### src/sv/lru_kv_pkg.sv
`timescale 1ns / 1ps
`default_nettype none

package lru_kv_pkg;

  localparam int MAX_ENTRIES = 16;
  localparam int RANK_W      = (MAX_ENTRIES > 1) ? $clog2(MAX_ENTRIES) : 1;
  localparam int THR_W       = RANK_W + 1;
  localparam int CNT_W       = $clog2(MAX_ENTRIES + 1);
  localparam int CAP_W       = 5;
  localparam int KEY_W       = 32;
  localparam int VAL_W       = 32;

  typedef enum logic {
    OP_GET = 1'b0,
    OP_PUT = 1'b1
  } op_t;

  typedef struct packed {
    op_t                     opcode;
    logic signed [KEY_W-1:0] lookup_key;
    logic signed [VAL_W-1:0] store_value;
  } req_t;

  typedef struct packed {
    logic                    found;
    logic signed [VAL_W-1:0] read_value;
  } rsp_t;

  typedef struct packed {
    logic [CNT_W-1:0] used;
  } store_stat_t;

endpackage

`default_nettype wire

### src/sv/lru_kv_store.sv
`timescale 1ns / 1ps
`default_nettype none

module lru_kv_store
  import lru_kv_pkg::*;
(
  input  wire logic             clk,
  input  wire logic             rst,
  input  wire logic             fire,
  input  wire req_t             req,
  input  wire logic [CNT_W-1:0] cap,
  output rsp_t                  rsp,
  output store_stat_t           stat
);

  logic signed [KEY_W-1:0] keys   [MAX_ENTRIES];
  logic signed [VAL_W-1:0] values [MAX_ENTRIES];
  logic [RANK_W-1:0]       rank   [MAX_ENTRIES];
  logic [MAX_ENTRIES-1:0]  valid;
  logic [CNT_W-1:0]        used;

  logic [MAX_ENTRIES-1:0]  hit_oh;
  logic [MAX_ENTRIES-1:0]  free_vec;
  logic [MAX_ENTRIES-1:0]  free_oh;
  logic [MAX_ENTRIES-1:0]  lru_oh;
  logic [MAX_ENTRIES-1:0]  tgt_oh;
  logic                    hit_any;
  logic                    room;
  logic                    is_put;
  logic                    insert;
  logic                    upd;
  logic [RANK_W-1:0]       lru_rank;
  logic [RANK_W-1:0]       sel_rank;
  logic signed [VAL_W-1:0] sel_value;
  logic [THR_W-1:0]        thresh;

  always_comb begin
    lru_rank = RANK_W'(used - CNT_W'(1));
    for (int i = 0; i < MAX_ENTRIES; i++) begin
      hit_oh[i] = valid[i] && (keys[i] == req.lookup_key);
      lru_oh[i] = valid[i] && (rank[i] == lru_rank);
    end
    hit_any  = |hit_oh;
    free_vec = ~valid;
    free_oh  = free_vec & (~free_vec + MAX_ENTRIES'(1));
    room     = used < cap;
    is_put   = req.opcode == OP_PUT;
    insert   = is_put && !hit_any && room;
    upd      = fire && (is_put || hit_any);

    priority if (hit_any) begin
      tgt_oh = hit_oh;
    end else if (room) begin
      tgt_oh = free_oh;
    end else begin
      tgt_oh = lru_oh;
    end

    sel_rank  = '0;
    sel_value = '0;
    for (int i = 0; i < MAX_ENTRIES; i++) begin
      sel_rank  = sel_rank  | (rank[i]   & {RANK_W{tgt_oh[i]}});
      sel_value = sel_value | (values[i] & {VAL_W{tgt_oh[i]}});
    end

    // a fresh insert ages every valid entry
    thresh = insert ? THR_W'(MAX_ENTRIES) : {1'b0, sel_rank};

    rsp.found      = hit_any;
    rsp.read_value = hit_any ? sel_value : '1;
    stat.used      = used;
  end

  always_ff @(posedge clk) begin
    if (rst) begin
      valid <= '0;
      used  <= '0;
      for (int i = 0; i < MAX_ENTRIES; i++) begin
        rank[i] <= '0;
      end
    end else if (upd) begin
      for (int i = 0; i < MAX_ENTRIES; i++) begin
        if (tgt_oh[i]) begin
          rank[i] <= '0;
        end else if (valid[i] && ({1'b0, rank[i]} < thresh)) begin
          rank[i] <= rank[i] + RANK_W'(1);
        end
      end
      if (insert) begin
        valid <= valid | free_oh;
        used  <= used + CNT_W'(1);
      end
    end
  end

  always_ff @(posedge clk) begin
    if (fire && is_put) begin
      for (int i = 0; i < MAX_ENTRIES; i++) begin
        if (tgt_oh[i]) begin
          keys[i]   <= req.lookup_key;
          values[i] <= req.store_value;
        end
      end
    end
  end

endmodule

`default_nettype wire

### src/sv/lru_key_value_cache.sv
// lru_key_value_cache: 16-entry fully associative key/value store, LRU replacement.
// Request channel (req_valid / req_stall / req): a get or a put per transaction.
// Response channel (rsp_valid / rsp_stall / rsp): one transaction per get,
// none per put. A get miss returns found = 0 and read_value all ones.
// Config channel (cfg_valid / cfg_ready / cfg_data): capacity_in_use, always
// ready; 0 acts as 1, above 16 acts as 16. Write only while idle.
// A request is registered on acceptance and resolved from that register; a get's
// result goes into the response register, from which it is taken while
// rsp_stall is low. Throughput is one request per cycle while req_stall is low:
// key compare and rank update across all entries are done between the request
// and response registers.
// A put never waits for the response side. A get held in the request
// register waits while a response is stalled, and req_stall is then raised.
// Reset (synchronous, active high) empties the store, drops any pending
// request and response, and sets the capacity to 16.
`timescale 1ns / 1ps
`default_nettype none

module lru_key_value_cache
  import lru_kv_pkg::*;
(
  input  wire logic             clk,
  input  wire logic             rst,
  input  wire logic             req_valid,
  output logic                  req_stall,
  input  wire req_t             req,
  output logic                  rsp_valid,
  input  wire logic             rsp_stall,
  output rsp_t                  rsp,
  input  wire logic             cfg_valid,
  output logic                  cfg_ready,
  input  wire logic [CAP_W-1:0] cfg_data
);

  logic             hold_valid;
  req_t             hold;
  logic [CAP_W-1:0] capacity;
  logic [CNT_W-1:0] eff_cap;
  logic             out_free;
  logic             proceed;
  logic             is_get;
  rsp_t             store_rsp;
  store_stat_t      stat;

  assign cfg_ready = 1'b1;

  always_comb begin
    if (capacity == '0) begin
      eff_cap = CNT_W'(1);
    end else if ({{(32-CAP_W){1'b0}}, capacity} > MAX_ENTRIES) begin
      eff_cap = CNT_W'(MAX_ENTRIES);
    end else begin
      eff_cap = CNT_W'(capacity);
    end
    is_get    = hold.opcode == OP_GET;
    out_free  = !rsp_valid || !rsp_stall;
    proceed   = hold_valid && (!is_get || out_free);
    req_stall = hold_valid && !proceed;
  end

  lru_kv_store u_store (
    .clk  (clk),
    .rst  (rst),
    .fire (proceed),
    .req  (hold),
    .cap  (eff_cap),
    .rsp  (store_rsp),
    .stat (stat)
  );

  always_ff @(posedge clk) begin
    if (rst) begin
      capacity <= CAP_W'(16);
    end else if (cfg_valid && cfg_ready) begin
      capacity <= cfg_data;
    end
  end

  always_ff @(posedge clk) begin
    if (rst) begin
      hold_valid <= 1'b0;
      rsp_valid  <= 1'b0;
    end else begin
      if (req_valid && !req_stall) begin
        hold_valid <= 1'b1;
      end else if (proceed) begin
        hold_valid <= 1'b0;
      end
      if (proceed && is_get) begin
        rsp_valid <= 1'b1;
      end else if (!rsp_stall) begin
        rsp_valid <= 1'b0;
      end
    end
  end

  always_ff @(posedge clk) begin
    if (req_valid && !req_stall) begin
      hold <= req;
    end
    if (proceed && is_get) begin
      rsp <= store_rsp;
    end
  end

  a_used_bound: assert property (@(posedge clk) disable iff (rst)
    {{(32-CNT_W){1'b0}}, stat.used} <= MAX_ENTRIES)
    else $error("occupancy above store size");

  a_used_cap: assert property (@(posedge clk) disable iff (rst)
    proceed && !is_get && (stat.used < eff_cap) |=> stat.used != '0)
    else $error("store empty after put");

  a_put_silent: assert property (@(posedge clk) disable iff (rst)
    proceed && !is_get && !rsp_valid |=> !rsp_valid)
    else $error("response raised by a put");

  a_get_rsp: assert property (@(posedge clk) disable iff (rst)
    proceed && is_get |=> rsp_valid)
    else $error("get resolved without response");

  a_stall_hold: assert property (@(posedge clk) disable iff (rst)
    req_stall |-> hold_valid && is_get && rsp_valid)
    else $error("request stalled without cause");

endmodule

`default_nettype wire
### config.mk
export PLATFORM = sky130hd
export DESIGN_NAME = lru_key_value_cache
export DESIGN_NICKNAME = d
export VERILOG_FILES = /design/src/sv/lru_kv_pkg.sv /design/src/sv/lru_kv_store.sv /design/src/sv/lru_key_value_cache.sv
export SDC_FILE = /design/constraint.sdc
export NUM_CORES = 2
export LEC_CHECK = 0
export BUFFER_PORTS_ARGS = -buffer_cell sky130_fd_sc_hd__buf_4
export CAP_MARGIN = 20
export CORE_MARGIN = 3
export CORE_UTILIZATION = 55
export CTS_CLUSTER_SIZE = 25
export DETAILED_ROUTE_END_ITERATION = 12
export PLACE_DENSITY = 0.77
export SLEW_MARGIN = 20
export SYNTH_ARGS = -nofsm -noshare
export SYNTH_HDL_FRONTEND = slang
export SYNTH_HIERARCHICAL = 1
export SYNTH_SLANG_ARGS = --single-unit
### constraint.sdc
create_clock -name clk -period 10.9 [get_ports clk]
set_input_delay 1.09 -clock clk [delete_from_list [all_inputs] [get_ports clk]]
set_output_delay 1.09 -clock clk [all_outputs]
set_load 0.01 [all_outputs]
**Word-level counts from Yosys, hierarchy flattened**

Memory sizes are Yosys's and may differ from the RTL's.
Cells that the tools add are included.

- Flip-flop bits (word level): 126
- RAM bits: 1088
- Output and inout port bits: 36
- Word-level logic and storage cells: 469
- Memories kept: 3

- Add/sub/neg operators: 19
- Magnitude comparators: 18
- Equal/unequal tests: 33
- Multiplexer cells: 219
- Bitwise operators: 99
- Reduce and logical (&&, ||, !) cells: 68

Memories:

| name | depth | width | rd ports | clocked after Yosys merged registers in | wr ports | RTL line | text |
|---|---|---|---|---|---|---|---|
| u_store.keys | 16 | 32 | 16 | 0 | 16 | lru_kv_store.sv:16 | `logic signed [KEY_W-1:0] keys [MAX_ENTRIES];` |
| u_store.values | 16 | 32 | 16 | 0 | 16 | lru_kv_store.sv:17 | `logic signed [VAL_W-1:0] values [MAX_ENTRIES];` |
| u_store.rank | 16 | 4 | 16 | 0 | 16 | lru_kv_store.sv:18 | `logic [RANK_W-1:0] rank [MAX_ENTRIES];` |

Operators with widths:

| cell | count |
|---|---|
| 32-bit AND | 16 |
| 32-bit == test | 16 |
| 32-bit OR | 15 |
| 1-bit 2-to-1 mux | 182 |
| 4-bit 2-to-1 mux | 32 |
| 4-bit by 5-bit < comparator with 1-bit output | 16 |
| 4-bit by 1-bit adder with 4-bit output (second input constant) | 16 |
| 4-bit AND | 16 |
| 4-bit == test | 16 |
| 4-bit OR | 15 |
| 1-bit logical AND | 56 |
| 16-bit 2-to-1 mux | 2 |
| 16-bit NOT | 2 |
| 1-bit OR | 32 |
| 16-bit by 1-bit adder with 16-bit output (second input constant) | 1 |
| 16-bit AND | 1 |
| 16-bit OR | 1 |
| 16-bit OR reduction | 1 |
| 5-bit 2-to-1 mux | 3 |
| 5-bit by 1-bit adder with 5-bit output (second input constant) | 1 |
| 5-bit greater-than comparator (second input constant) | 1 |
| 1-bit zero test | 5 |
| 5-bit zero test | 1 |
| 5-bit < comparator | 1 |
| 6 further kinds | 8 |

**Longest topological paths before layout**

- Depth after elaboration: 31
- Depth in mapped cells: 21

**Modules after synthesis**

Netlist, hierarchy kept.

Modules (own cells, without submodules):

| module | times used | cells each | area each (µm²) | seq. area each (µm²) |
|---|---|---|---|---|
| lru_kv_store | 1 | 3306 | 49157.1 | 33091.7 |
| lru_key_value_cache | 1 | 135 | 3261.9 | 3083.0 |

**Worst setup path before layout**

OpenSTA, ideal clock, no wires.

- Path kind: reg2reg
- Start: reg u_store.used[0] (netlist: u_store/stat[0])
- End: mem u_store.keys[7][0] (netlist: u_store/keys[0][224]), enable pin
- Library setup time: 493 ps
- Arrival: 6166 ps
- Path slack: 4241 ps
- Cell stages (with the launch flop): 14
- Buffers on the path: 5
- Period minus slack after synthesis: 6659 ps
- Path through: dfxtp_1 > buf_1 > inv_1 > ha_1 > clkbuf_1 > buf_2 > xor2_1 > nand4_1 > nor3_1 > a41oi_1 > o21ai_1 > clkbuf_1 > buf_1 > nor2b_1

RTL lines:

| item | RTL line | text |
|---|---|---|
| start: declaration | lru_kv_store.sv:20 | `logic [CNT_W-1:0] used;` |
| start signal: assignment | lru_kv_store.sv:91 | `used <= used + CNT_W'(1);` |
| end: declaration | lru_kv_store.sv:16 |  |

==> metrics.txt <==
outcome complete, no violations; Setup CP Type reg -> reg; total congestion overflow 0; Routed WL between 100,000 and 150,000 µm; CTS Sinks ~1,200; Cell Area, Synth about 52,000 µm²; CTS resizes 0; GRT Overall Usage 28.4%; area of the core 93,900 µm²; Final Power between 9 and 10 mW; Tightest Pin Transition 1.21 ns; Synth area leader edfxtp_1; Compound-Gate Fraction of Synth Area 7.56%; minimum clock period approximately 6.5 ns; fin nets 3,736; top cell type's share of synthesized area between 60 and 70%; max incr delay on CP between 0.7 and 0.8 ns; clk_skew about 0.04 ns; gpl congestion between 1 and 1.5; ys flop type edfxtp_1; YS warnings 6; post-synthesis mux area share less than 1%; Die Wd approximately 310 µm; adder-cell share of the synthesized area roughly 1.7%; top-count cell post-synth edfxtp_1; Cell Chain, Critical Path buf_4, xor2_1, nor4_1, nand4_1, or4_1, and4_1, nand4_1, nor2_1, and2_1, nor4_1, a21o_1, ha_1, a21oi_1, a22o_1, a31oi_4, a31oi_1; main area contributors after synthesis edfxtp_1 (68%), xnor2_1 (6.4%), xor2_1 (3.4%), nand4_1 (2.5%), a22oi_1 (1.8%); Antenna Cells 0; Detailed Route Iter0 Violations around 4,400; crit end category flip-flop; Worst EP required ~11 ns; antenna violations before repair 2; postcts setup bufs 0; total nets after synthesis 3,586; number of H-tree levels 3; clk root buf clkbuf_16; distinct cell type count after synthesis 83; Wirelength per Cell 28.7 µm; worst hold path class reg -> reg; #FFs+latches synth 1,214; first-pass GRT wire length 208,000 µm; Avg Synthesized Cell Area between 15 and 20 µm²; Seq/Total Area, Yosys between 60 and 70%; First-pass DRT Iterations 7; I/O pin total 111; Area Growth Syn to Fin 12.1%; maximum vdd ir drop ~0.15 mV; Leak Pwr between 15 and 20 nW; Hold-fix buffers, CTS 0; Synth Area in Simple Gates 9.00%; via count 32,900; DRT antenna net count 0; share of cells above drive strength 1 12.1%; Slew Viols, Final 0; Residual DRC 0; number of global-route vias before repair approximately 32,000; CTS Buffer Depth 3; highest clock rate around 0.15 GHz; final hold vios 0; initial core utilization between 50% and 60%; unrepaired setup endpoints after global routing false; TNS Setup 0 ns; Max Cap Violations 0; CTS tree built; Die ar. 99,000 µm²; Power Density between 150 and 200 nW/µm²; largest family of logic cells by synthesized area XOR/XNOR gates; Post-synth EDFFs about 1,200; total CTS buffers between 100 and 150; Reg clk slew, reported paths around 0.06 ns; Die H 315 µm; number of port buffers 109; Synth async-reset ratio 0%; Finish-stage setup viols 0; Skew-Pair Late Insertion Delay about 0.73 ns; slowest cell on the critical path a21o_1; fin crit share between 50% and 60%; critical path peak fanout 32; Post-synth top cells edfxtp_1 (1,186), xnor2_1 (384), nand4_1 (208), xor2_1 (203), a22oi_1 (125); CP arrival approximately 6.9 ns; Gate Count Post-Synth ~3,400; post-synthesis xor/xnor area fraction 10.4%; CP startpoint kind flip-flop; largest net degree at the start of global routing 65; DP HPWL 81,000 µm; cell row count between 100 and 150; Vias/cell between 6 and 7; Rel. slew slack around a fifth
-- path summary, 6_finish.rpt --
check	start	end	slack, ns	cells after the start
max	hold[32]	u_store/rank[1][14]	4.36	16
max reg2reg	hold[32]	u_store/rank[1][14]	4.36	16
min reg2reg	capacity[3]	capacity[3]	0.52	2
min	capacity[3]	capacity[3]	0.52	2
-- per-layer routing --
layer | wire length, µm | part of all wire, % | track usage, %
met5 | 0 | 0 | 0
met4 | 5680 | 4.0 | 12.2
met3 | 17300 | 12 | 5.59
met2 | 64300 | 45 | 43.4
met1 | 54900 | 39 | 40.2
-- where the power goes --
| part | switching (mW) | internal, mW |
|---|---|---|
| logic | 0.334 | 0.173 |
| clock network | 1.74 | 2.38 |
| registers | 0.0672 | 5.16 |
-- worst max-delay path, delay by kind of cell, from the launching register on --
family / cells / cell delay, ns
and+or+nand+nor: 8 / 2.95
AOI/OAI and AO/OA: 5 / 1.81
buffers and inverters: 1 / 0.52
adders and majority gates: 1 / 0.40
DFF: 1 / 0.33
xor gates and xnor gates: 1 / 0.13
-- area by class of cell --
cell class / count / area (µm²)
sequential: 1214 / 36200
fill: 6627 / 35100
multi-input combinational: 2005 / 15300
clock buffer: 147 / 3090
timing repair buffer: 204 / 1580
tap: 1254 / 1570
clock inverter: 74 / 847
inverter: 47 / 176
-- state kept, by name, summed over array words and instances, names as in the netlist --
register	count
rsp	33
u_store/valid	16
u_store/rank	64
hold	65
rsp_valid	1
capacity	5
u_store/keys	512
hold_valid	1
u_store/stat	5
u_store/values	512
-- cells by family (layout without fill, tap and decap cells) --
group           Yosys count  in the layout
flops                  1214           1214
simple gates            806            806
xor+xnor                602            602
compound gates          518            518
buf+inv                 222            472
fa+ha+maj                70             70
mux                       8              8
other cells               1              1
-- layout by cell type (no fill, tap or decap), drive strengths merged, types with 52 or more instances in the layout --
cell type     n
nand2        67
buf         204
ha           70
clkbuf      147
o21ai        52
nor2         85
edfxtp     1186
a221oi       87
a22oi       125
nor4         98
nand3       117
xor2        204
a21oi        66
a22o         64
nor3         58
xnor2       384
nand4       208
-- per-stage QoR --
step / utilization [%] / cells / worst slack (ns) / hold slack [ns] / cell area (µm²)
2_1_floorplan: - / 3441 / 4.24 / 0.460 / 52400
5_1_grt: 62.6 / 4945 / 4.00 / 0.514 / 58800
3_5_place_dp: 58.3 / 4722 / 4.56 / 0.484 / 54800
6_report: 62.6 / 4945 / 4.36 / 0.519 / 58800
3_3_place_gp: 58.3 / 4722 / 4.71 / 0.481 / 54800
4_1_cts: 62.5 / 4943 / 4.46 / 0.497 / 58700
No activity file was read; power rests on OpenSTA's default activity.
